**src/sv/gbt_pkg.sv**
```systemverilog
// Shared constants, types and control struct for the gyro bias tracker
package gbt_pkg;

  // Averaging window and datapath widths
  localparam int unsigned WINDOW = 1000;
  localparam int unsigned LANES  = 3;
  localparam int unsigned SMP_W  = 16;
  localparam int unsigned SUM_W  = 27;
  localparam int unsigned CNT_W  = $clog2(WINDOW + 1);

  // Exact reciprocal of WINDOW for dividends below 2**SUM_W
  localparam int unsigned RECIP_SHIFT = SUM_W + $clog2(WINDOW);
  localparam int unsigned RECIP_W     = SUM_W + 1;
  localparam logic [63:0] RECIP_WIDE  =
    ((64'd1 << RECIP_SHIFT) + 64'(WINDOW) - 64'd1) / 64'(WINDOW);
  localparam logic [RECIP_W-1:0] RECIP = RECIP_WIDE[RECIP_W-1:0];

  localparam logic [CNT_W-1:0] CNT_FULL = CNT_W'(WINDOW);
  localparam logic [CNT_W-1:0] CNT_LAST = CNT_W'(WINDOW - 1);

  typedef logic signed [SMP_W-1:0]  smp_t;
  typedef logic [LANES-1:0][SMP_W-1:0] lane_vec_t;

  // Control broadcast from the sequencer to every lane
  typedef struct packed {
    logic accept;  // input transfer this cycle
    logic moving;  // transferred sample is a moving one
    logic full;    // window already full before this sample
    logic upd;     // item in second stage refreshes the offset
    logic adv;     // second stage moves on this cycle
  } lane_ctl_t;

endpackage

```
**src/sv/gbt_merge.sv**
```systemverilog
// Merge stage: gathers the lane results into the output register
module gbt_merge (
  input  logic               clk_i,
  input  logic               rst_ni,
  input  logic               adv_i,
  input  logic               emit_i,
  input  gbt_pkg::lane_vec_t lane_comp_i,
  input  logic               out_stall_i,
  output logic               out_valid_o,
  output logic               out_free_o,
  output gbt_pkg::lane_vec_t comp_o
);

  logic               out_valid_q, out_valid_d;
  gbt_pkg::lane_vec_t comp_q;

  // Register can take a new result when empty or being drained
  assign out_free_o = ~out_valid_q | ~out_stall_i;

  always_comb begin
    out_valid_d = out_valid_q;
    if (adv_i) begin
      out_valid_d = emit_i;
    end else if (!out_stall_i) begin
      out_valid_d = 1'b0;
    end
  end

  always_ff @(posedge clk_i or negedge rst_ni) begin
    if (!rst_ni) begin
      out_valid_q <= 1'b0;
    end else begin
      out_valid_q <= out_valid_d;
    end
  end

  // Payload only loads on a stage-two move
  always_ff @(posedge clk_i) begin
    if (adv_i) begin
      comp_q <= lane_comp_i;
    end
  end

  assign out_valid_o = out_valid_q;
  assign comp_o      = comp_q;

endmodule

```
**config.mk**
```make
export PLATFORM = sky130hd
export DESIGN_NAME = gbt_merge
export DESIGN_NICKNAME = d
export VERILOG_FILES = /design/src/sv/gbt_pkg.sv /design/src/sv/gbt_merge.sv
export SDC_FILE = /design/constraint.sdc
export NUM_CORES = 1
export LEC_CHECK = 0
export BUFFER_PORTS_ARGS = -buffer_cell sky130_fd_sc_hd__buf_4
export CORE_ASPECT_RATIO = 0.9
export CORE_UTILIZATION = 43
export CTS_CLUSTER_SIZE = 10
export DETAILED_ROUTE_END_ITERATION = 8
export PLACE_DENSITY = 0.88
export SLEW_MARGIN = 20
export SYNTH_ARGS = -nofsm -noshare
export SYNTH_HDL_FRONTEND = slang
export SYNTH_SLANG_ARGS = --single-unit
```
**constraint.sdc**
```tcl
create_clock -name clk_i -period 1 [get_ports clk_i]
set_input_delay 0.05 -clock clk_i [delete_from_list [all_inputs] [get_ports clk_i]]
set_output_delay 0.05 -clock clk_i [all_outputs]
set_load 0.01 [all_outputs]
```
==> flow_summary.ini, run 1 <==
[timing]
rsz0062_at_grt = true
hold_violations = 0
clock_skew_ps = 0
post-route-period-util_pct = 101
setup_viol = 1
final.setup.worst_slack_ps = -5.84
fin_crit_ps = 1010
tightest_slew_ps = 262
slew_viol_final = 0
slew_headroom_pct = 82.5
timing.hold.ws_ps = 59.5
fmax_mhz = 994

[logic_synthesis]
ys_top_cells_by_area = edfxtp_1, dfrtp_1, o21ai_2
syn_avg_cell_area_sq_um = 28.6
synth_cell_types = 5
synth_nets = 105
yosys_register_bits = 49
synth_top_area_share_pct = 97.1
netlist.top_cell.by_area = edfxtp_1
synth_area_sq_um = 1490
yosysSeqAreaShare_pct = 98.7
netlist_instances = 52
yosysWarningCount = 0

[global_route]
overflow = 0
grtUsageTotal_pct = 29.5
first_global_vias = 1325
grt_max_degree = 51
antenna_found_initial = 0
grt_pass1_wl_um = 7160

[detailed_routing]
initialDrtViolationCount = 61
vias = 1195
wl_per_cell_um = 21.0
drtPass1Iterations = 4
ant_nets = 0
vias_per_cell = 4.67
drc = 0
wl_um = 5380

[die]
die_h_um = 57.8
die_width_um = 64.0
die-area_sq_um = 3690
fp.coreArea_sq_um = 3160
io_pins = 103
start_util_pct = 47.0
rows = 19

[status]
violations = negative setup slack
status = finished, violations left

[cts]
tritoncts = yes
cts.sinks = 49
clock_path_buffers = 2
cts_buffers = 5
cts-root-buf = clkbuf_8
cts_max_level = 2
clock_latency_ps = 300
clk_pin_slew_ps = 80

[cells_and_area]
design_area_sq_um = 2920
drive_above_1_share_pct = 51.9
layout.nets = 266
area_growth_pct = 96.3
diodes = 0
post-route-util_pct = 92.2

[place]
io_buffers = 102
placed_cell_area_sq_um = 2320
gp_congestion = 0.691

[pwr]
p_per_area_nw_per_um2 = 1500
peakVddDrop_v = 0.00162
leakagePower_nw = 1.24

[worst_setup_path]
cp.arrival_ps = 960
crit_required_ps = 950
crit_type = reg -> out
endpoint_kind = output pin
slowest_delay_ps = 430
worstPathMaxFanout = 2
cp_slowest_cell = dfrtp_1
crit_path_start_kind = flop
crit_chain = nand2_2, buf_6

[hold_path]
hp-class = in -> async

[run]
cap_violations = 0
-- layer usage --
metal / GRT usage, % / vias to the layer above / wire (um)
met5: 0 / - / 0
met2: 52.1 / 85 / 2750
met4: 12.3 / 0 / 113
met1: 32.6 / 574 / 2080
met3: 10.4 / 9 / 449
li1: - / 527 / -
-- cell type report --
type	instances	area, sq um
multi-input combinational	3	18.8
fill	102	246
clock buffer	8	80.1
sequential	49	1470
timing repair buffer	154	1300
tap	42	52.6
-- critical path, delay by kind of cell (launching register included) --
kind / cells / cell delay [ps]
flops: 1 / 430
simple gates: 1 / 120
buf+inv: 1 / 110
-- power breakdown --
group          leakage, nW  internal, mW  switching (mW)  total, mW
combinational        0.721         0.453           0.286      0.739
clock               0.0395         0.499           0.649       1.15
sequential           0.482          2.43          0.0628       2.50
total                 1.24          3.38           0.998       4.38
-- registers in the layout, summed over array words and instances, names as in the netlist --
register,count
comp_o,48
out_valid_o,1
-- layout by cell type, fill, tap and decap left out, drive strengths merged --
master and n:
clkbuf 8, nand2 2, buf 104, dfrtp 1, edfxtp 48, o21ai 1
dlygate4sd3 50
-- repair_timing --
| action | CTS | global route |
|---|---|---|
| buffers inserted | 0 | 1 |
| hold buffers | 50 | 0 |
| hold endpoints to repair | 50 | 0 |
| setup endpoints to repair | 0 | 1 |
| gates resized for setup | 0 | 1 |
-- kinds of logic (layout without fill, tap and decap cells) --
kind of cell / count (synthesis) / in the layout / share of synthesized area, %
flops: 49 / 49 / 98.7
buf+inv: 0 / 162 / 0
simple gates: 2 / 2 / 0.674
compound gates: 1 / 1 / 0.590
-- path summary, 6_finish.rpt --
kind | from | end | slack, ps | cells after the start
min in group clk_i | out_stall_i | out_valid_o | 140 | 4
setup reg to reg | out_valid_o | out_valid_o | 170 | 3
hold reg to reg | out_valid_o | out_valid_o | 740 | 3
max in group asynchronous | rst_ni | out_valid_o | 850 | 2
hold / removal | rst_ni | out_valid_o | 60 | 2
setup / recovery | out_valid_o | out_free_o | -6 | 2
-- synth_stat cells (all sizes together) --
cell type	number
dfrtp	1
o21ai	1
edfxtp	48
nand2	2
-- metrics by stage --
step	TNS (ps)	total power, mW	setup WS, ps	cells
detailed placement	0	3.06	274	197
finish	-5.84	4.38	-5.84	256
global placement	0	3.04	289	197
CTS	0	4.26	18.8	255
global route	-37.1	4.51	-37.1	256
floorplan	0	2.62	329	52
Note: power is estimated with default switching activity, not from simulation.
==> inputs of run 2 (changes only) <==
- CELL_PAD_IN_SITES_DETAIL_PLACEMENT: unset -> 0
- CELL_PAD_IN_SITES_GLOBAL_PLACEMENT: unset -> 1
- CORE_UTILIZATION: 43 -> 34
==> run 2 against run 1 <==
Against the previous run: sequential share of layout area is 0.72 points lower; the run now ends clean; combinational power is 4.6% lower; clock power is 17% higher; worst hold slack worse by 34 ps; routed wire length is 31% lower; largest power group unchanged; sequential power hardly changed.
==> flow_summary.ini, run 2 (synthesis results as in run 1) <==
[status]
status = completed

[hold_path]
hp-class = in -> reg
min_path_cells = 3

[cells_and_area]
multi_input_area_sq_um = 18.8
largest_register_ffs = 48
final_cell_mix = buf_4, dlygate4sd3_1, edfxtp_1
n_fill_cell = 275
final_common_cell = buf_4
layout.nets = 266
diodes = 0
area_growth_pct = 99.2
drive_above_1_share_pct = 52.3
regArea_sq_um = 1470

[timing]
rsz0062_at_grt = false
hold_violations = 0
setup_tns_ps = 0
clock_skew_ps = 0
fmax_mhz = 1060
setup_viol = 0
final.setup.worst_slack_ps = 56.3
slew_viol_final = 0
tightest_slew_ps = 147
slew_headroom_pct = 90.2
fin_crit_ps = 944
post-route-period-util_pct = 94.4

[worst_setup_path]
r2r_cells = 2
crit_required_ps = 950
cp.arrival_ps = 890
crit_type = reg -> out
endpoint_kind = output pin
crit_path_start_kind = flop
worstPathMaxFanout = 2

[detailed_routing]
vias_per_cell = 4.23
drc = 0
initialDrtViolationCount = 75
vias = 1107
drtPass1Iterations = 4
ant_nets = 0
wl_per_cell_um = 14.1
wl_um = 3690

[cts]
cts_buffers = 5
cts-root-buf = clkbuf_8
cts_max_level = 2
tritoncts = yes
clk_pin_slew_ps = 80
clock_latency_ps = 290
cts.sinks = 49
clock_path_buffers = 2
post_cts_resized = 0

[die]
rows = 22
die_width_um = 71.7
start_util_pct = 36.0
io_pins = 103
fp.coreArea_sq_um = 4130
die_h_um = 64.7
die-area_sq_um = 4640

[global_route]
grtUsageTotal_pct = 16.1
overflow = 0
first_global_vias = 1169
grt_pass1_wl_um = 5390
antenna_found_initial = 0
grt_max_degree = 29

[pwr]
p_per_area_nw_per_um2 = 1530
total_power_mw = 4.53
peakVddDrop_v = 0.000982
leakagePower_nw = 1.26

[place]
io_buffers = 102
place_ws_ps = 326
gp_congestion = 0.668

[run]
cap_violations = 0
[run 2: cell types whose count changed in the layout (fill, tap and decap cells not counted), sizes merged]
cell    change
clkbuf      -2
clkinv      +1
bufinv      +1
[run 2: per-stage QoR]
stage / cells / utilization, % / hold WS, ps / instance area (sq um)
after floorplan: 52 / - / -246 / 1490
after global placement: 204 / 56.9 / -175 / 2350
after detailed placement: 204 / 56.9 / -173 / 2350
after CTS: 262 / 71.6 / 13.4 / 2960
after global routing: 262 / 71.6 / 10.0 / 2960
final: 262 / 71.6 / 26.0 / 2960
[run 2: per-layer routing]
metal	global-route usage, %	wire length (um)	up-vias
met1	17.0	1360	509
met5	0	0	-
met2	30.7	2000	67
met4	5.15	43	0
met3	4.82	288	4
li1	-	-	527
[run 2: worst paths after layout]
check                            start           to  slack (ps)
hold / removal             out_stall_i  out_valid_o          30
max in group asynchronous       rst_ni  out_valid_o         860
setup / recovery           out_valid_o   out_free_o          60
min in group asynchronous       rst_ni  out_valid_o          60
hold reg to reg            out_valid_o  out_valid_o         560
setup reg to reg           out_valid_o  out_valid_o         360
[run 2: critical path: stages, from the launching register on]
cell     delay (ps)
dfrtp_1         400
nand2_2          80
buf_4           120
[run 2: report_power, final]
part | switching [mW] | internal (mW) | leakage (nW)
combinational | 0.250 | 0.455 | 0.725
sequential | 0.0499 | 2.43 | 0.482
clock | 0.605 | 0.738 | 0.0528
[run 2: final cells by class]
class,count,share of cell area [%]
timing repair buffer,154,44.2
sequential,49,49.6
clock buffer,6,2.45
clock inverter,2,1.14
multi-input combinational,3,0.635
tap,48,2.03
[run 2: repair_timing]
item	CTS	global route
buffers inserted	0	0
setup endpoints to repair	0	0
hold buffers	50	0
endpoints found under the hold margin	50	0
==> inputs of run 3 (changes only) <==
- ABC_AREA: unset -> 1
==> run 3 against run 2 <==
Against the previous run: non-clock buffer count grew 1; fmax shrank 0.76%; sequential share of layout area shrank 0.44 points; flip-flop and latch count is the same; synthesized cell count increased by 3.8%; critical path depth did not move; worst hold slack improved by 39 ps; sequential power about the same; die area barely moved; total power grew 5.8%; register-to-register slack got worse by 30 ps; critical endpoint unchanged; largest cell class unchanged.
==> flow_summary.ini, run 3 <==
[logic_synthesis]
synth_commonest_cells = edfxtp_1, nand2_1, dfrtp_1, inv_1, nand3_1
netlist_instances = 54
synth_enable_flop_cells = 48
synth_nets = 107
yosysWarningCount = 0
yosysSeqAreaShare_pct = 98.7
synth.most_common_cell = edfxtp_1
ys_top_cells_by_area = edfxtp_1, dfrtp_1, nand2_1
synth_cell_types = 5
ys.flop_type = edfxtp_1
netlist.top_cell.by_area = edfxtp_1
async_reset_ff_share_pct = 2.04
synth_top_area_share_pct = 97.0
syn_avg_cell_area_sq_um = 27.5
synth_area_sq_um = 1490
yosys_register_bits = 49

[die]
io_pins = 103
die_h_um = 64.7
start_util_pct = 36.0
fp.coreArea_sq_um = 4130
die_width_um = 71.7
rows = 22
die-area_sq_um = 4640

[cts]
postCtsHoldBufs = 51
post_cts_resized = 0
clk_pin_slew_ps = 90
cts_buffers = 5
clock_latency_ps = 300
cts_max_level = 2
post_cts_buffers = 0
cts.sinks = 49
tritoncts = yes
clock_path_buffers = 2
cts-root-buf = clkbuf_8

[pwr]
peakVddDrop_v = 0.00104
p_per_area_nw_per_um2 = 1610
leakagePower_nw = 1.28

[cells_and_area]
regArea_sq_um = 1470
area_growth_pct = 101
final_cell_mix = buf_4, dlygate4sd3_1, edfxtp_1
n_fill_cell = 274
layout.nets = 269
largest_register_ffs = 48
diodes = 0
final_common_cell = buf_4
design_area_sq_um = 2980
drive_above_1_share_pct = 51.6
multi_input_area_sq_um = 16.3

[timing]
fin_crit_ps = 951
fmax_mhz = 1050
hold_violations = 0
clock_skew_ps = 0
setup_viol = 0
rsz0062_at_grt = false
post-route-period-util_pct = 95.1
slew_viol_final = 0
setup_tns_ps = 0
tightest_slew_ps = 213
slew_headroom_pct = 85.8

[place]
io_buffers = 102
hpwl_um = 2300
placed_cell_area_sq_um = 2340
gp_congestion = 0.697

[global_route]
grt_max_degree = 34
overflow = 0
grt_pass1_wl_um = 5600
grtUsageTotal_pct = 17.1
first_global_vias = 1206
antenna_found_initial = 0

[detailed_routing]
wl_um = 3740
vias = 1118
ant_nets = 0
wl_per_cell_um = 14.1
initialDrtViolationCount = 86
vias_per_cell = 4.22
drc = 0
drtPass1Iterations = 4

[worst_setup_path]
endpoint_kind = output pin
cp.arrival_ps = 900
crit_type = reg -> out
worstPathMaxFanout = 3
crit_required_ps = 950
crit_path_start_kind = flop

[status]
status = completed

[run]
cap_violations = 0

[hold_path]
hp-class = in -> async
-- run 3: changes by cell type after synthesis --
| cell | previous run | this run |
|---|---|---|
| inv_1 | 0 | 1 |
| nand2_1 | 1 | 3 |
| nand2_2 | 1 | 0 |
| nand3_1 | 0 | 1 |
| o21ai_2 | 1 | 0 |
-- run 3: final cells by class --
type,count,area share (%)
Inverter,1,0.126
Clock buffer,5,2.31
Tap cell,48,2.01
Sequential cell,49,49.1
Timing Repair Buffer,155,43.7
Multi-Input combinational cell,4,0.545
Clock inverter,3,2.18
-- run 3: cell families after synthesis --
group         after synthesis  share of synthesized area (%)
simple gates                4                           1.09
buf+inv                     1                          0.252
flops                      49                           98.7
-- run 3: metal layers --
| metal | vias to the layer above | GRT usage (%) | wire length, um |
|---|---|---|---|
| li1 | 535 | - | - |
| met4 | 0 | 6.62 | 76 |
| met1 | 513 | 16.6 | 1260 |
| met2 | 62 | 32.7 | 2120 |
| met3 | 8 | 6.07 | 284 |
| met5 | - | 0 | 0 |
-- run 3: path summary, 6_finish.rpt --
kind | depth (start not counted) | from | endpoint | slack (ps)
min in group clk_i | 2 | adv_i | comp_o[7] | 200
max in group asynchronous | 2 | rst_ni | out_valid_o | 850
hold / removal | 2 | rst_ni | out_valid_o | 70
setup / recovery | 2 | out_valid_o | out_free_o | 50
setup reg to reg | 2 | out_valid_o | out_valid_o | 330
hold reg to reg | 2 | out_valid_o | out_valid_o | 580
-- run 3: through the flow --
stage | cells | setup slack (ps) | power, mW | util (%) | hold slack, ps
final | 265 | 49.1 | 4.79 | 72.3 | 65.3
after global routing | 265 | 16.6 | 4.98 | 72.3 | 38.3
after CTS | 265 | 47.9 | 4.83 | 72.3 | 37.1
after detailed placement | 206 | 287 | 3.07 | 56.7 | -172
after global placement | 206 | 316 | 3.05 | 56.7 | -174
after floorplan | 54 | 352 | 2.62 | - | -246
-- run 3: power breakdown --
group | leakage (nW) | internal, mW | switching [mW] | total (mW)
sequential | 0.482 | 2.43 | 0.0488 | 2.48
combinational | 0.732 | 0.451 | 0.247 | 0.698
clock | 0.0681 | 0.993 | 0.622 | 1.61
-- run 3: worst max-delay path: stages (launching register included) --
cell     delay (ps)
dfrtp_1         400
nand2_1          70
buf_4           140
