[src/sv/gbt_pkg.sv]
// Shared constants, types and control struct for the gyro bias tracker
package gbt_pkg;

  // Averaging window and datapath widths
  localparam int unsigned WINDOW = 1000;
  localparam int unsigned LANES  = 3;
  localparam int unsigned SMP_W  = 16;
  localparam int unsigned SUM_W  = 27;
  localparam int unsigned CNT_W  = $clog2(WINDOW + 1);

  // Exact reciprocal of WINDOW for dividends below 2**SUM_W
  localparam int unsigned RECIP_SHIFT = SUM_W + $clog2(WINDOW);
  localparam int unsigned RECIP_W     = SUM_W + 1;
  localparam logic [63:0] RECIP_WIDE  =
    ((64'd1 << RECIP_SHIFT) + 64'(WINDOW) - 64'd1) / 64'(WINDOW);
  localparam logic [RECIP_W-1:0] RECIP = RECIP_WIDE[RECIP_W-1:0];

  localparam logic [CNT_W-1:0] CNT_FULL = CNT_W'(WINDOW);
  localparam logic [CNT_W-1:0] CNT_LAST = CNT_W'(WINDOW - 1);

  typedef logic signed [SMP_W-1:0]  smp_t;
  typedef logic [LANES-1:0][SMP_W-1:0] lane_vec_t;

  // Control broadcast from the sequencer to every lane
  typedef struct packed {
    logic accept;  // input transfer this cycle
    logic moving;  // transferred sample is a moving one
    logic full;    // window already full before this sample
    logic upd;     // item in second stage refreshes the offset
    logic adv;     // second stage moves on this cycle
  } lane_ctl_t;

endpackage

[src/sv/gbt_lane.sv]
// One axis lane: running sum, offset estimate and compensation
module gbt_lane (
  input  logic              clk_i,
  input  logic              rst_ni,
  input  gbt_pkg::lane_ctl_t ctl_i,
  input  gbt_pkg::smp_t     smp_i,
  output gbt_pkg::smp_t     comp_o
);

  localparam int unsigned PROD_W = gbt_pkg::SUM_W + gbt_pkg::RECIP_W;

  logic signed [gbt_pkg::SUM_W-1:0] sum_q, sum_d;
  gbt_pkg::smp_t                    off_q, off_eff, smp_q;

  logic [gbt_pkg::SUM_W-1:0]        mag;
  logic [PROD_W-1:0]                prod;
  logic [PROD_W-1:0]                quo_wide;
  logic signed [gbt_pkg::SUM_W:0]   quo_s;
  gbt_pkg::smp_t                    quo_sat;
  logic signed [gbt_pkg::SMP_W:0]   diff;

  // Truncating divide of the current sum by the window
  always_comb begin
    mag      = sum_q[gbt_pkg::SUM_W-1] ? gbt_pkg::SUM_W'(-sum_q) : gbt_pkg::SUM_W'(sum_q);
    prod     = PROD_W'(mag) * PROD_W'(gbt_pkg::RECIP);
    quo_wide = prod >> gbt_pkg::RECIP_SHIFT;
    quo_s    = $signed({1'b0, quo_wide[gbt_pkg::SUM_W-1:0]});
    if (sum_q[gbt_pkg::SUM_W-1]) begin
      quo_s = -quo_s;
    end
    if (quo_s > (gbt_pkg::SUM_W+1)'(32767)) begin
      quo_sat = 16'sh7FFF;
    end else if (quo_s < -(gbt_pkg::SUM_W+1)'(32768)) begin
      quo_sat = 16'sh8000;
    end else begin
      quo_sat = quo_s[gbt_pkg::SMP_W-1:0];
    end
  end

  // Forward a fresh offset while the refreshing item sits in stage two
  assign off_eff = ctl_i.upd ? quo_sat : off_q;

  // Sum update: cleared on motion, accumulates until full, then leaky; wraps at SUM_W bits
  always_comb begin
    sum_d = sum_q;
    if (ctl_i.accept) begin
      if (ctl_i.moving) begin
        sum_d = '0;
      end else if (ctl_i.full) begin
        sum_d = sum_q - gbt_pkg::SUM_W'(off_eff) + gbt_pkg::SUM_W'(smp_i);
      end else begin
        sum_d = sum_q + gbt_pkg::SUM_W'(smp_i);
      end
    end
  end

  always_ff @(posedge clk_i or negedge rst_ni) begin
    if (!rst_ni) begin
      sum_q <= '0;
      off_q <= '0;
    end else begin
      sum_q <= sum_d;
      if (ctl_i.adv) begin
        off_q <= off_eff;
      end
    end
  end

  // Stage-two sample register
  always_ff @(posedge clk_i) begin
    if (ctl_i.accept) begin
      smp_q <= smp_i;
    end
  end

  // Compensated rate, saturated to 16 bits
  always_comb begin
    diff = (gbt_pkg::SMP_W+1)'(smp_q) - (gbt_pkg::SMP_W+1)'(off_eff);
    if (diff > (gbt_pkg::SMP_W+1)'(32767)) begin
      comp_o = 16'sh7FFF;
    end else if (diff < -(gbt_pkg::SMP_W+1)'(32768)) begin
      comp_o = 16'sh8000;
    end else begin
      comp_o = diff[gbt_pkg::SMP_W-1:0];
    end
  end

endmodule

[config.mk]
export PLATFORM = sky130hd
export DESIGN_NAME = gbt_lane
export DESIGN_NICKNAME = d
export VERILOG_FILES = /design/src/sv/gbt_pkg.sv /design/src/sv/gbt_lane.sv
export SDC_FILE = /design/constraint.sdc
export NUM_CORES = 1
export LEC_CHECK = 0
export BUFFER_PORTS_ARGS = -buffer_cell sky130_fd_sc_hd__buf_2
export CAP_MARGIN = 10
export CORE_UTILIZATION = 56
export DETAILED_ROUTE_END_ITERATION = 12
export PLACE_DENSITY = 0.75
export SLEW_MARGIN = 10
export SYNTH_ARGS = -nofsm -noshare
export SYNTH_HDL_FRONTEND = slang
export SYNTH_SLANG_ARGS = --single-unit
[constraint.sdc]
create_clock -name clk_i -period 35.5 [get_ports clk_i]
set_input_delay 1.775 -clock clk_i [delete_from_list [all_inputs] [get_ports clk_i]]
set_output_delay 1.775 -clock clk_i [all_outputs]
set_load 0.005 [all_outputs]
==> results of run 1 <==
## layer usage
metal  global-route usage  wire length [um]
met1                0.452             24000
met2                0.510             24000
met3               0.0522              3520
met4               0.0757              1240
met5                    0                 0
## how the worst max path moves through the flow
| stage | startpoint | endpoint | slack (ps) | cells after the start |
|---|---|---|---|---|
| final | sum_q[7] | comp_o[3] | 19040 | 42 |
| after global routing | sum_q[7] | comp_o[3] | 18210 | 43 |
| after CTS | sum_q[7] | comp_o[9] | 18990 | 45 |
| after detailed placement | sum_q[7] | comp_o[9] | 19400 | 45 |
| after global placement | sum_q[7] | comp_o[6] | 19880 | 44 |
| after floorplan | sum_q[7] | comp_o[10] | 21490 | 47 |
## cell families (layout without fill, tap and decap cells)
family | Yosys count | count (layout) | synth area share
adders and majority gates | 591 | 591 | 0.485
and+or+nand+nor | 374 | 374 | 0.0952
muxes | 23 | 23 | 0.0127
xor gates and xnor gates | 157 | 157 | 0.0733
DFF | 59 | 59 | 0.0821
buffers and inverters | 571 | 604 | 0.114
AOI/OAI and AO/OA | 390 | 390 | 0.138
## cells in the mapped netlist (4+ instances only)
cell type                   number
sky130_fd_sc_hd__inv_1         533
sky130_fd_sc_hd__ha_1          325
sky130_fd_sc_hd__fa_1          244
sky130_fd_sc_hd__xnor2_1       116
sky130_fd_sc_hd__nor2_1        111
sky130_fd_sc_hd__a21oi_1       101
sky130_fd_sc_hd__nand2_1        94
sky130_fd_sc_hd__o21ai_0        61
sky130_fd_sc_hd__dfrtp_1        43
sky130_fd_sc_hd__xor2_1         39
sky130_fd_sc_hd__a21o_1         35
sky130_fd_sc_hd__nand3_1        35
sky130_fd_sc_hd__o22ai_1        32
sky130_fd_sc_hd__clkbuf_1       29
sky130_fd_sc_hd__nor3_1         27
sky130_fd_sc_hd__and3_1         20
sky130_fd_sc_hd__a211oi_1       19
sky130_fd_sc_hd__edfxtp_1       16
sky130_fd_sc_hd__o21bai_1       16
sky130_fd_sc_hd__mux2i_1        15
sky130_fd_sc_hd__o31ai_1        15
sky130_fd_sc_hd__and2_1         13
sky130_fd_sc_hd__nand4_1        13
sky130_fd_sc_hd__or3_1          13
sky130_fd_sc_hd__maj3_2         12
sky130_fd_sc_hd__o211ai_1       12
sky130_fd_sc_hd__o21a_1         12
sky130_fd_sc_hd__a31oi_1        11
sky130_fd_sc_hd__nand2b_1       11
sky130_fd_sc_hd__o41ai_1        11
sky130_fd_sc_hd__maj3_1         10
sky130_fd_sc_hd__mux2_2          8
sky130_fd_sc_hd__nor2b_1         8
sky130_fd_sc_hd__a211o_1         7
sky130_fd_sc_hd__a2111oi_0       6
sky130_fd_sc_hd__o211a_1         5
sky130_fd_sc_hd__or2_2           5
sky130_fd_sc_hd__a311oi_1        4
sky130_fd_sc_hd__a41oi_1         4
sky130_fd_sc_hd__and4_1          4
sky130_fd_sc_hd__o31a_1          4
## final cells by class
class / instances / area, um2 / share of cell area
flip-flops and latches: 59 / 1560 / 0.0778
well taps: 448 / 561 / 0.0280
clock buffers: 11 / 243 / 0.0121
inverters: 536 / 2010 / 0.101
multi-input cells: 1535 / 15200 / 0.762
repair buffers: 52 / 295 / 0.0148
clock inverters: 5 / 100 / 0.00500
## metrics by stage
step / cell area, um2 / setup slack [ps] / cells
floorplan: 19000 / 21490 / 2165
global placement: 19700 / 19880 / 2630
detailed placement: 19700 / 19400 / 2630
CTS: 20000 / 18990 / 2646
global route: 20000 / 18210 / 2646
finish: 20000 / 19040 / 2646
## flip-flops by register name, indices dropped and copies added, names as in the netlist
register  count
off_q        16
smp_q        16
sum_q        27
## worst max-delay path, delay by kind of cell, from the launching register on
family	cells	cell delay (ps)
XOR/XNOR	4	1530
AO/OA/AOI/OAI	14	4370
adder cells (fa/ha/maj)	10	4270
buffers and inverters	5	690
AND/OR/NAND/NOR	9	2990
flip-flops	1	460
==> flow_summary.html, run 1 <==
<table>
<tr><th>Metric</th><th>Value</th></tr>
<tr><th colspan="2">Outcome</th></tr>
<tr><td>Run status</td><td>finished, final reports clean</td></tr>
<tr><th colspan="2">CTS</th></tr>
<tr><td>Number of CTS-inserted buffers</td><td>9</td></tr>
<tr><td>Clock Pin Slew Worst Setup and Hold Paths</td><td>60 ps</td></tr>
<tr><td>Worst-skew pair later-pin latency</td><td>350 ps</td></tr>
<tr><td>Postcts setup bufs</td><td>0</td></tr>
<tr><td>Number of buffers between clock root and the deepest sink</td><td>2</td></tr>
<tr><td>Total number of H-tree levels</td><td>3</td></tr>
<tr><td>CTS tree</td><td>built</td></tr>
<tr><td>CTS sink cnt</td><td>59</td></tr>
<tr><td>Clock root buffer master</td><td>sky130_fd_sc_hd__clkbuf_16</td></tr>
<tr><td>Hold-fix buffer count after cts</td><td>0</td></tr>
<tr><td>Post-CTS resize count</td><td>0</td></tr>
<tr><th colspan="2">Floorplanning</th></tr>
<tr><td>I/O pin total</td><td>39</td></tr>
<tr><td>Core region area</td><td>33400 um2</td></tr>
<tr><td>Chip Width</td><td>186 um</td></tr>
<tr><td>DIE AREA</td><td>34600 um2</td></tr>
<tr><td>Number of standard-cell rows in the floorplan</td><td>67</td></tr>
<tr><td>Initial Utilization</td><td>0.567</td></tr>
<tr><td>Chip height</td><td>186 um</td></tr>
<tr><th colspan="2">Critical path</th></tr>
<tr><td>Critical Path Max Stage Delay</td><td>630 ps</td></tr>
<tr><td>Terminus of the critical flop-to-flop path</td><td>sum_q[26]</td></tr>
<tr><td>Worst setup SP type</td><td>flop</td></tr>
<tr><td>R2r worst-path depth</td><td>53</td></tr>
<tr><td>Arrival time of the worst setup path</td><td>14690 ps</td></tr>
<tr><td>Worst Path Required</td><td>33720 ps</td></tr>
<tr><td>Crit-path most repeated cell</td><td>sky130_fd_sc_hd__fa_1</td></tr>
<tr><td>Worst reg2reg startpoint</td><td>sum_q[7]</td></tr>
<tr><td>Maximum fanout along the worst path</td><td>15</td></tr>
<tr><td>CP Class</td><td>flop to primary output</td></tr>
<tr><td>Critical Path Sink Type</td><td>primary output</td></tr>
<tr><td>Slowest-stage cell, CP</td><td>sky130_fd_sc_hd__a41oi_1</td></tr>
<tr><td>Slack of the worst reg-to-reg path</td><td>19530 ps</td></tr>
<tr><th colspan="2">Global routing</th></tr>
<tr><td>Initial antenna violation count</td><td>1</td></tr>
<tr><td>Via count of the first global-routing pass</td><td>~15000</td></tr>
<tr><td>First-pass GRT wire length</td><td>between 80000 and 90000 um</td></tr>
<tr><td>Largest net degree at the start of global routing</td><td>52</td></tr>
<tr><td>Remaining Overflow, GRT</td><td>0</td></tr>
<tr><td>Total GRT Usage</td><td>0.320</td></tr>
<tr><th colspan="2">STA</th></tr>
<tr><td>Final count of negative-setup-slack endpoints</td><td>0</td></tr>
<tr><td>Worst clock skew</td><td>7.85 ps</td></tr>
<tr><td>Final Hold Fails</td><td>0</td></tr>
<tr><td>Worst Hold Margin</td><td>516 ps</td></tr>
<tr><td>Final clock period utilization by the worst path</td><td>0.464</td></tr>
<tr><td>Max-slew headroom</td><td>0.314</td></tr>
<tr><td>Minimum clock period</td><td>16460 ps</td></tr>
<tr><td>RSZ-0062 raised after global routing</td><td>false</td></tr>
<tr><td>Setup TNS after final layout</td><td>0 ps</td></tr>
<tr><td>Max Clk Rate</td><td>60.7 MHz</td></tr>
<tr><td>Final-report max-slew violation count</td><td>0</td></tr>
<tr><td>Worst-margin pin slew</td><td>1030 ps</td></tr>
<tr><th colspan="2">Placement</th></tr>
<tr><td>Detailed-placement wirelength estimate</td><td>around 46000 um</td></tr>
<tr><td>Count of input and output buffers</td><td>38</td></tr>
<tr><td>Final RePlAce weighted congestion</td><td>between 0.9 and 1</td></tr>
<tr><th colspan="2">Hold path</th></tr>
<tr><td>Worst hold-check path type</td><td>flop to flop</td></tr>
<tr><td>Hold Path Stages</td><td>1</td></tr>
<tr><td>Startpoint of the worst hold path</td><td>off_q[7]</td></tr>
<tr><td>Endpoint of the worst hold path</td><td>off_q[7]</td></tr>
<tr><th colspan="2">Cells and area</th></tr>
<tr><td>Layout cell share with drive strength beyond 1</td><td>0.0491</td></tr>
<tr><td>Relative area change from synthesis to final layout</td><td>5.59%</td></tr>
<tr><td>Antenna diodes</td><td>0</td></tr>
<tr><td>Utilization of the core after routing</td><td>0.598</td></tr>
<tr><td>Number of filler cells placed in the layout</td><td>2916</td></tr>
<tr><td>Highest-count cells in the layout ignoring fill and taps</td><td>sky130_fd_sc_hd__inv_1 (533), sky130_fd_sc_hd__ha_1 (325), sky130_fd_sc_hd__fa_1 (244)</td></tr>
<tr><td>Commonest non-fill, non-tap cell in the layout</td><td>sky130_fd_sc_hd__inv_1</td></tr>
<tr><td>Fin nets</td><td>2785</td></tr>
<tr><th colspan="2">Logic synthesis</th></tr>
<tr><td>Mean instance size in the synthesized netlist</td><td>8.76 um2</td></tr>
<tr><td>Area share of the leading cell type in the synthesized netlist</td><td>0.258</td></tr>
<tr><td>Yosys reg bits</td><td>59</td></tr>
<tr><td>Async set-or-reset flop fraction in the synthesized netlist</td><td>0.729</td></tr>
<tr><td>Share of synthesized area occupied by flip-flops and latches</td><td>0.0821</td></tr>
<tr><td>Number of instances in the synthesized netlist</td><td>about 2200</td></tr>
<tr><td>Unique masters post-synth</td><td>80</td></tr>
<tr><td>Cell taking the most area after synthesis</td><td>sky130_fd_sc_hd__fa_1</td></tr>
<tr><td>Area of the mapped netlist</td><td>19000 um2</td></tr>
<tr><td>Syn. warnings</td><td>0</td></tr>
<tr><td>Post-synth EDFFs</td><td>16</td></tr>
<tr><td>Dominant cells by area after synthesis</td><td>sky130_fd_sc_hd__fa_1 (26%), sky130_fd_sc_hd__ha_1 (21%), sky130_fd_sc_hd__inv_1 (11%)</td></tr>
<tr><td>Post-synth net total</td><td>2757</td></tr>
<tr><td>Top FF cell, synth</td><td>sky130_fd_sc_hd__dfrtp_1</td></tr>
<tr><th colspan="2">Routing</th></tr>
<tr><td>Average routed wire per standard cell</td><td>19.9 um</td></tr>
<tr><td>Detailed-route DRC error count</td><td>0</td></tr>
<tr><td>Initial drt markers</td><td>1280</td></tr>
<tr><td>Per-cell via count in the routed design</td><td>5.80</td></tr>
<tr><td>Count of antenna-violating nets left after detailed routing</td><td>0</td></tr>
<tr><td>Number of optimization iterations in the first detailed-route pass</td><td>6</td></tr>
<tr><td>Via Count</td><td>15400</td></tr>
<tr><td>Post-detailed-routing wire length</td><td>52800 um</td></tr>
<tr><th colspan="2">Job</th></tr>
<tr><td>Max-cap violations</td><td>0</td></tr>
</table>
Power of run 1 is left out: the tool's default activity adds up to more than one toggle a clock period on the data nets, which glitch-free logic cannot reach.
==> inputs of run 2 (changes only) <==
==> constraint.sdc (replaced) <==
create_clock -name clk_i -period 15.44 [get_ports clk_i]
set_input_delay 0.772 -clock clk_i [delete_from_list [all_inputs] [get_ports clk_i]]
set_output_delay 0.772 -clock clk_i [all_outputs]
set_load 0.005 [all_outputs]
==> run 2 against run 1 <==
Effect of this change: count of clock-buffer cells in the layout shrank 2; sequential share of layout area fell by 0.092 points; wire length grew 0.76%; cell area grew 1.2%; clock skew grew 2.9 ps; non-clock buffer count rose by 21; register-to-register slack lost 19000 ps; utilization grew 0.72 points.
==> flow_summary.html, run 2 (synthesis gave the netlist of run 1 again) <==
<table>
<tr><th>Metric</th><th>Value</th></tr>
<tr><th colspan="2">Placement</th></tr>
<tr><td>Final RePlAce weighted congestion</td><td>1.05 (+5.4%)</td></tr>
<tr><td>Placed Cells</td><td>2647 (+0.65%)</td></tr>
<tr><td>Detailed-placement wirelength estimate</td><td>46400 um (+1.2%)</td></tr>
<tr><td>Count of input and output buffers</td><td>38 (unchanged)</td></tr>
<tr><th colspan="2">STA</th></tr>
<tr><td>Max Clk Rate</td><td>68.1 MHz</td></tr>
<tr><td>Final clock period utilization by the worst path</td><td>0.950</td></tr>
<tr><td>Final Hold Fails</td><td>0 (unchanged)</td></tr>
<tr><td>Worst-margin pin slew</td><td>1020 ps (-11.2 ps)</td></tr>
<tr><td>RSZ-0062 raised after global routing</td><td>false</td></tr>
<tr><td>Final-report max-slew violation count</td><td>0 (unchanged)</td></tr>
<tr><td>Worst clock skew</td><td>10.8 ps (+2.93 ps)</td></tr>
<tr><td>Setup TNS after final layout</td><td>0 ps (unchanged)</td></tr>
<tr><td>Max-slew headroom</td><td>0.317 (+0.00262)</td></tr>
<tr><td>Minimum clock period</td><td>14670 ps</td></tr>
<tr><td>Final count of negative-setup-slack endpoints</td><td>0 (unchanged)</td></tr>
<tr><th colspan="2">CTS</th></tr>
<tr><td>Worst-skew pair later-pin latency</td><td>350 ps (about the same)</td></tr>
<tr><td>Number of CTS-inserted buffers</td><td>9 (unchanged)</td></tr>
<tr><td>Clock root buffer master</td><td>sky130_fd_sc_hd__clkbuf_16</td></tr>
<tr><td>CTS tree</td><td>built</td></tr>
<tr><td>Number of buffers between clock root and the deepest sink</td><td>2 (unchanged)</td></tr>
<tr><td>Clock Pin Slew Worst Setup and Hold Paths</td><td>60 ps (about the same)</td></tr>
<tr><td>Total number of H-tree levels</td><td>3 (unchanged)</td></tr>
<tr><td>CTS sink cnt</td><td>59 (unchanged)</td></tr>
<tr><th colspan="2">Cells and area</th></tr>
<tr><td>Highest-count cells in the layout ignoring fill and taps</td><td>sky130_fd_sc_hd__inv_1 (530), sky130_fd_sc_hd__ha_1 (325), sky130_fd_sc_hd__fa_1 (244)</td></tr>
<tr><td>Commonest non-fill, non-tap cell in the layout</td><td>sky130_fd_sc_hd__inv_1</td></tr>
<tr><td>Antenna diodes</td><td>0 (unchanged)</td></tr>
<tr><td>Biggest register</td><td>sum_q</td></tr>
<tr><td>Registers with the most flip-flops</td><td>sum_q (27), off_q (16), smp_q (16)</td></tr>
<tr><td>Layout cell share with drive strength beyond 1</td><td>0.0676 (+0.0185)</td></tr>
<tr><td>Non-filler cells in the finished layout</td><td>2667 (+0.79%)</td></tr>
<tr><td>Number of filler cells placed in the layout</td><td>2894 (-0.75%)</td></tr>
<tr><td>Fin nets</td><td>2806 (+0.75%)</td></tr>
<tr><td>Relative area change from synthesis to final layout</td><td>6.86%</td></tr>
<tr><td>Number of flip-flops in the largest register</td><td>27 (unchanged)</td></tr>
<tr><th colspan="2">Routing</th></tr>
<tr><td>Post-detailed-routing wire length</td><td>53200 um (+0.76%)</td></tr>
<tr><td>Via Count</td><td>15400 (+0.078%)</td></tr>
<tr><td>Top routing layer in use</td><td>met4</td></tr>
<tr><td>Initial drt markers</td><td>1191 (-7.0%)</td></tr>
<tr><td>Detailed-route DRC error count</td><td>0 (unchanged)</td></tr>
<tr><td>DRT met1 WL</td><td>24400 um (+1.5%)</td></tr>
<tr><td>Average routed wire per standard cell</td><td>19.9 um (about the same)</td></tr>
<tr><td>Per-cell via count in the routed design</td><td>5.76 (-0.71%)</td></tr>
<tr><td>Count of antenna-violating nets left after detailed routing</td><td>0 (unchanged)</td></tr>
<tr><td>Routed length on met2</td><td>23600 um (-1.6%)</td></tr>
<tr><td>Detail Route met3 WL</td><td>3550 um (+1.0%)</td></tr>
<tr><td>Number of optimization iterations in the first detailed-route pass</td><td>5 (-1)</td></tr>
<tr><th colspan="2">Critical path</th></tr>
<tr><td>Cell family contributing the most delay on the critical path</td><td>compound AO/OA/AOI/OAI gates</td></tr>
<tr><td>Worst setup SP type</td><td>flop</td></tr>
<tr><td>Arrival time of the worst setup path</td><td>14900 ps (+210 ps)</td></tr>
<tr><td>Critical Path Max Stage Delay</td><td>590 ps (-40 ps)</td></tr>
<tr><td>Worst reg2reg startpoint</td><td>sum_q[7]</td></tr>
<tr><td>R2r worst-path depth</td><td>53 (unchanged)</td></tr>
<tr><td>Maximum fanout along the worst path</td><td>7 (-8)</td></tr>
<tr><td>Worst Path Required</td><td>15670 ps (-18050 ps)</td></tr>
<tr><td>Critical Path Sink Type</td><td>flop</td></tr>
<tr><td>Buf+Inv Stages, Crit Path</td><td>5 (unchanged)</td></tr>
<tr><td>Slowest-stage cell, CP</td><td>sky130_fd_sc_hd__or4_4</td></tr>
<tr><td>CP Class</td><td>flop to flop</td></tr>
<tr><td>Slack of the worst reg-to-reg path</td><td>770 ps (-18760 ps)</td></tr>
<tr><td>Terminus of the critical flop-to-flop path</td><td>sum_q[26]</td></tr>
<tr><td>Crit-path most repeated cell</td><td>sky130_fd_sc_hd__fa_1</td></tr>
<tr><th colspan="2">Global routing</th></tr>
<tr><td>Remaining Overflow, GRT</td><td>0 (unchanged)</td></tr>
<tr><td>First-pass GRT wire length</td><td>84600 um (+0.81%)</td></tr>
<tr><td>Via count of the first global-routing pass</td><td>15600 (+1.5%)</td></tr>
<tr><td>Total GRT Usage</td><td>0.322 (+0.00188)</td></tr>
<tr><td>Initial antenna violation count</td><td>0 (-1)</td></tr>
<tr><td>Largest net degree at the start of global routing</td><td>51 (-1.9%)</td></tr>
<tr><th colspan="2">Floorplanning</th></tr>
<tr><td>Number of standard-cell rows in the floorplan</td><td>67 (unchanged)</td></tr>
<tr><td>I/O pin total</td><td>39 (unchanged)</td></tr>
<tr><td>Chip height</td><td>186 um (unchanged)</td></tr>
<tr><td>DIE AREA</td><td>34600 um2 (unchanged)</td></tr>
<tr><td>Core region area</td><td>33400 um2 (unchanged)</td></tr>
<tr><td>Chip Width</td><td>186 um (unchanged)</td></tr>
<tr><td>Initial Utilization</td><td>0.567 (unchanged)</td></tr>
<tr><th colspan="2">Outcome</th></tr>
<tr><td>Run status</td><td>finished, final reports clean</td></tr>
<tr><th colspan="2">Hold path</th></tr>
<tr><td>Startpoint of the worst hold path</td><td>off_q[7]</td></tr>
<tr><td>Hold Path Stages</td><td>1 (unchanged)</td></tr>
<tr><td>Worst hold-check path type</td><td>flop to flop</td></tr>
<tr><td>Endpoint of the worst hold path</td><td>off_q[7]</td></tr>
<tr><th colspan="2">Job</th></tr>
<tr><td>Max-cap violations</td><td>0 (unchanged)</td></tr>
</table>
run 2: cell types whose count changed in the layout (fill, tap and decap cells not counted), moves of 3 or more:
cell                         change
sky130_fd_sc_hd__buf_4          +21
sky130_fd_sc_hd__clkinvlp_4      +3
sky130_fd_sc_hd__inv_1           -3
sky130_fd_sc_hd__inv_2           +4
sky130_fd_sc_hd__xnor2_1         -6
sky130_fd_sc_hd__xnor2_2         +6
run 2: cell type report:
cell class	instances	area (um2)	share of cell area
Clock buffer	9	225	0.0111
Clock inverter	7	76.3	0.00377
Inverter	536	2020	0.0995
Multi-Input combinational cell	1535	15400	0.759
Sequential cell	59	1560	0.0768
Tap cell	448	561	0.0277
Timing Repair Buffer	73	453	0.0224
run 2: worst max path at each step:
stage / end / cells after the start / start
global placement: sum_q[26] / 52 / sum_q[7]
finish: sum_q[26] / 53 / sum_q[7]
CTS: sum_q[26] / 49 / sum_q[7]
global route: sum_q[26] / 53 / sum_q[7]
detailed placement: sum_q[26] / 49 / sum_q[7]
floorplan: sum_q[26] / 56 / sum_q[7]
run 2: timing repair:
| item | 4_1_cts | 5_1_grt |
|---|---|---|
| hold buffers | 0 | 0 |
| gates resized for setup | 0 | 26 |
| buffers inserted | 0 | 4 |
| endpoints found under the setup margin | 0 | 21 |
run 2: per-layer routing:
| layer | vias up | global-route usage |
|---|---|---|
| met5 | - | 0 |
| met4 | 0 | 0.0964 |
| met3 | 100 | 0.0556 |
| met2 | 553 | 0.507 |
| met1 | 7481 | 0.450 |
| li1 | 7238 | - |
run 2: stage by stage:
stage,setup slack (ps),util,cell area [um2],hold slack (ps)
3_5_place_dp,435,0.592,19800,496
2_1_floorplan,2040,-,19000,476
5_1_grt,67.8,0.606,20300,535
6_report,766,0.606,20300,509
3_3_place_gp,676,0.592,19800,491
4_1_cts,379,0.601,20100,511
Power of run 2 is left out for the same reason.
==> inputs of run 3 (changes only) <==
--- a/config.mk
+++ b/config.mk
@@ -5,8 +5,10 @@
 export SDC_FILE = /design/constraint.sdc
 export NUM_CORES = 1
 export LEC_CHECK = 0
+export ABC_CLOCK_PERIOD_IN_PS = 15440
 export BUFFER_PORTS_ARGS = -buffer_cell sky130_fd_sc_hd__buf_2
 export CAP_MARGIN = 10
+export CORE_MARGIN = 5
 export CORE_UTILIZATION = 56
 export DETAILED_ROUTE_END_ITERATION = 12
 export PLACE_DENSITY = 0.75
==> run 3 against run 2 <==
Effect of this change: cell area hardly changed; non-clock buffer count decreased by 5; worst hold slack gained 2.0 ps; first-iteration DRC count increased by 11%; via count is 0.56% lower; maximum frequency shrank 0.14%; critical path type is now flop to primary output.
==> flow_summary.html, run 3 (synthesis gave the netlist of run 1 again) <==
<table>
<tr><th>Metric</th><th>Value</th></tr>
<tr><th colspan="2">Critical path</th></tr>
<tr><td>Count of cell instances traversed by the critical path</td><td>46 (-13%)</td></tr>
<tr><td>Critical Path Sink Type</td><td>primary output</td></tr>
<tr><td>Cell family contributing the most delay on the critical path</td><td>adder cells</td></tr>
<tr><td>CP Class</td><td>flop to primary output</td></tr>
<tr><td>Slowest-stage cell, CP</td><td>sky130_fd_sc_hd__or4_4</td></tr>
<tr><td>R2r worst-path depth</td><td>52 (-1.9%)</td></tr>
<tr><td>Terminus of the critical flop-to-flop path</td><td>sum_q[26]</td></tr>
<tr><td>Timing endpoint of the critical path</td><td>comp_o[1]</td></tr>
<tr><td>Maximum fanout along the worst path</td><td>15 (+8)</td></tr>
<tr><td>Slack of the worst reg-to-reg path</td><td>760 ps (about the same)</td></tr>
<tr><td>Worst setup SP type</td><td>flop</td></tr>
<tr><td>Critical Path Max Stage Delay</td><td>580 ps (about the same)</td></tr>
<tr><td>Buf+Inv Stages, Crit Path</td><td>7 (+2)</td></tr>
<tr><td>Worst reg2reg startpoint</td><td>sum_q[7]</td></tr>
<tr><td>Arrival time of the worst setup path</td><td>13920 ps (-980 ps)</td></tr>
<tr><td>Worst Path Required</td><td>14670 ps (-1000 ps)</td></tr>
<tr><td>Critical path launch point</td><td>sum_q[7]</td></tr>
<tr><th colspan="2">CTS</th></tr>
<tr><td>Number of CTS-inserted buffers</td><td>9 (unchanged)</td></tr>
<tr><td>CTS tree</td><td>built</td></tr>
<tr><td>Hold-fix buffer count after cts</td><td>0 (unchanged)</td></tr>
<tr><td>Worst-skew pair later-pin latency</td><td>340 ps (about the same)</td></tr>
<tr><td>Total number of H-tree levels</td><td>3 (unchanged)</td></tr>
<tr><td>CTS sink cnt</td><td>59 (unchanged)</td></tr>
<tr><td>Number of buffers between clock root and the deepest sink</td><td>2 (unchanged)</td></tr>
<tr><td>Clock Pin Slew Worst Setup and Hold Paths</td><td>60 ps (about the same)</td></tr>
<tr><td>Clock root buffer master</td><td>sky130_fd_sc_hd__clkbuf_16</td></tr>
<tr><th colspan="2">Cells and area</th></tr>
<tr><td>Multi-input gate area in the final layout</td><td>15400 um2 (about the same)</td></tr>
<tr><td>Utilization of the core after routing</td><td>0.605 (about the same)</td></tr>
<tr><td>Number of flip-flops in the largest register</td><td>27 (unchanged)</td></tr>
<tr><td>Layout cell share with drive strength beyond 1</td><td>0.0641 (-0.00346)</td></tr>
<tr><td>Area used by sequential logic in the layout</td><td>1560 um2 (unchanged)</td></tr>
<tr><td>Commonest non-fill, non-tap cell in the layout</td><td>sky130_fd_sc_hd__inv_1</td></tr>
<tr><td>Highest-count cells in the layout ignoring fill and taps</td><td>sky130_fd_sc_hd__inv_1 (532), sky130_fd_sc_hd__ha_1 (325), sky130_fd_sc_hd__fa_1 (244)</td></tr>
<tr><td>Number of filler cells placed in the layout</td><td>2850 (-1.5%)</td></tr>
<tr><td>Antenna diodes</td><td>0 (unchanged)</td></tr>
<tr><td>Registers with the most flip-flops</td><td>sum_q (27), off_q (16), smp_q (16)</td></tr>
<tr><td>Biggest register</td><td>sum_q</td></tr>
<tr><td>Relative area change from synthesis to final layout</td><td>6.75% (about the same)</td></tr>
<tr><td>Fin nets</td><td>2801 (-0.18%)</td></tr>
<tr><th colspan="2">Routing</th></tr>
<tr><td>Count of antenna-violating nets left after detailed routing</td><td>0 (unchanged)</td></tr>
<tr><td>Post-detailed-routing wire length</td><td>52600 um (-1.1%)</td></tr>
<tr><td>Per-cell via count in the routed design</td><td>5.74 (-0.37%)</td></tr>
<tr><td>Detailed-route DRC error count</td><td>0 (unchanged)</td></tr>
<tr><td>Average routed wire per standard cell</td><td>19.7 um (-0.95%)</td></tr>
<tr><td>Via Count</td><td>15300 (-0.56%)</td></tr>
<tr><td>Initial drt markers</td><td>1322 (+11%)</td></tr>
<tr><td>Number of optimization iterations in the first detailed-route pass</td><td>5 (unchanged)</td></tr>
<tr><th colspan="2">Outcome</th></tr>
<tr><td>Run status</td><td>finished, final reports clean</td></tr>
<tr><th colspan="2">STA</th></tr>
<tr><td>Max-slew headroom</td><td>0.259 (-0.0576)</td></tr>
<tr><td>Worst clock skew</td><td>4.78 ps (-6.00 ps)</td></tr>
<tr><td>Final-report max-slew violation count</td><td>0 (unchanged)</td></tr>
<tr><td>Final setup margin</td><td>745 ps (-21.2 ps)</td></tr>
<tr><td>Final Hold Fails</td><td>0 (unchanged)</td></tr>
<tr><td>Minimum clock period</td><td>14700 ps (+21.2 ps)</td></tr>
<tr><td>Worst Hold Margin</td><td>511 ps (+1.97 ps)</td></tr>
<tr><td>Setup TNS after final layout</td><td>0 ps (unchanged)</td></tr>
<tr><td>Final clock period utilization by the worst path</td><td>0.952 (+0.00137)</td></tr>
<tr><td>Worst-margin pin slew</td><td>1110 ps (+93.7 ps)</td></tr>
<tr><td>Final count of negative-setup-slack endpoints</td><td>0 (unchanged)</td></tr>
<tr><td>Max Clk Rate</td><td>68.1 MHz (-0.14%)</td></tr>
<tr><th colspan="2">Global routing</th></tr>
<tr><td>Met2 global-route usage</td><td>0.448 (-0.0583)</td></tr>
<tr><td>Largest net degree at the start of global routing</td><td>51 (unchanged)</td></tr>
<tr><td>Total GRT Usage</td><td>0.280 (-0.0413)</td></tr>
<tr><td>Fraction of met3 tracks used by global routing</td><td>0.0483 (-0.00726)</td></tr>
<tr><td>GRT Max-Usage Layer</td><td>met2</td></tr>
<tr><td>Via count of the first global-routing pass</td><td>15700 (+0.40%)</td></tr>
<tr><td>First-pass GRT wire length</td><td>85200 um (+0.70%)</td></tr>
<tr><td>Initial antenna violation count</td><td>0 (unchanged)</td></tr>
<tr><td>Remaining Overflow, GRT</td><td>0 (unchanged)</td></tr>
<tr><td>Met1 global-route usage</td><td>0.407 (-0.0430)</td></tr>
<tr><th colspan="2">Floorplanning</th></tr>
<tr><td>I/O pin total</td><td>39 (unchanged)</td></tr>
<tr><td>Initial Utilization</td><td>0.567 (unchanged)</td></tr>
<tr><td>Chip height</td><td>194 um (+4.3%)</td></tr>
<tr><td>Chip Width</td><td>194 um (+4.3%)</td></tr>
<tr><td>Number of standard-cell rows in the floorplan</td><td>67 (unchanged)</td></tr>
<tr><td>DIE AREA</td><td>37600 um2 (+8.8%)</td></tr>
<tr><td>Core region area</td><td>33400 um2 (unchanged)</td></tr>
<tr><th colspan="2">Placement</th></tr>
<tr><td>Detailed-placement wirelength estimate</td><td>45700 um (-1.5%)</td></tr>
<tr><td>Setup slack after placement</td><td>514 ps (+78.9 ps)</td></tr>
<tr><td>Count of input and output buffers</td><td>38 (unchanged)</td></tr>
<tr><td>Final RePlAce weighted congestion</td><td>1.06 (+0.30%)</td></tr>
<tr><th colspan="2">Hold path</th></tr>
<tr><td>Hold Path Stages</td><td>1 (unchanged)</td></tr>
<tr><td>Worst hold-check path type</td><td>flop to flop</td></tr>
<tr><th colspan="2">Job</th></tr>
<tr><td>Max-cap violations</td><td>0 (unchanged)</td></tr>
</table>
[run 3: cell types whose count changed in the layout (fill, tap and decap cells not counted), moves of 2 or more]
cell,before,now
sky130_fd_sc_hd__buf_4,35,30
sky130_fd_sc_hd__inv_6,2,0
sky130_fd_sc_hd__inv_1,530,532
sky130_fd_sc_hd__inv_2,4,2
[run 3: per-layer routing]
layer,vias up,share of wire
met5,-,0
met4,0,0.025
met3,99,0.072
met2,568,0.45
met1,7387,0.45
li1,7232,-
[run 3: final cells by class]
type | count | area share
clock buffer | 11 | 0.0130
clock inverter | 5 | 0.00291
inverter | 536 | 0.0996
multi-input combinational | 1535 | 0.759
sequential | 59 | 0.0769
tap | 448 | 0.0277
timing repair buffer | 68 | 0.0205
[run 3: worst register-to-register path: cells and delay by family, from the launching register on]
family,cells,cell delay (ps)
AND/OR/NAND/NOR,10,2930
adder cells (fa/ha/maj),10,4750
flip-flops,1,460
buffers and inverters,4,430
XOR/XNOR,4,790
AO/OA/AOI/OAI,24,5210
[run 3: how the worst min path moves through the flow]
stage               startpoint  slack [ps]         to
finish                off_q[8]         510   off_q[8]
global route         off_q[13]         520  off_q[13]
CTS                  off_q[13]         510  off_q[13]
detailed placement   off_q[13]         500  off_q[13]
global placement      off_q[7]         490   off_q[7]
floorplan               rst_ni         480   off_q[0]
[run 3: stage by stage]
stage	instance area [um2]	cells
after CTS	20100	2661
after detailed placement	19800	2645
after global placement	19800	2645
final	20200	2662
after floorplan	19000	2165
after global routing	20200	2662
[run 3: repair_timing]
| action | in CTS | in global routing |
|---|---|---|
| endpoints found under the setup margin | 0 | 22 |
| resized for setup | 0 | 24 |
| buffers inserted | 0 | 1 |
Power of run 3 is left out for the same reason.
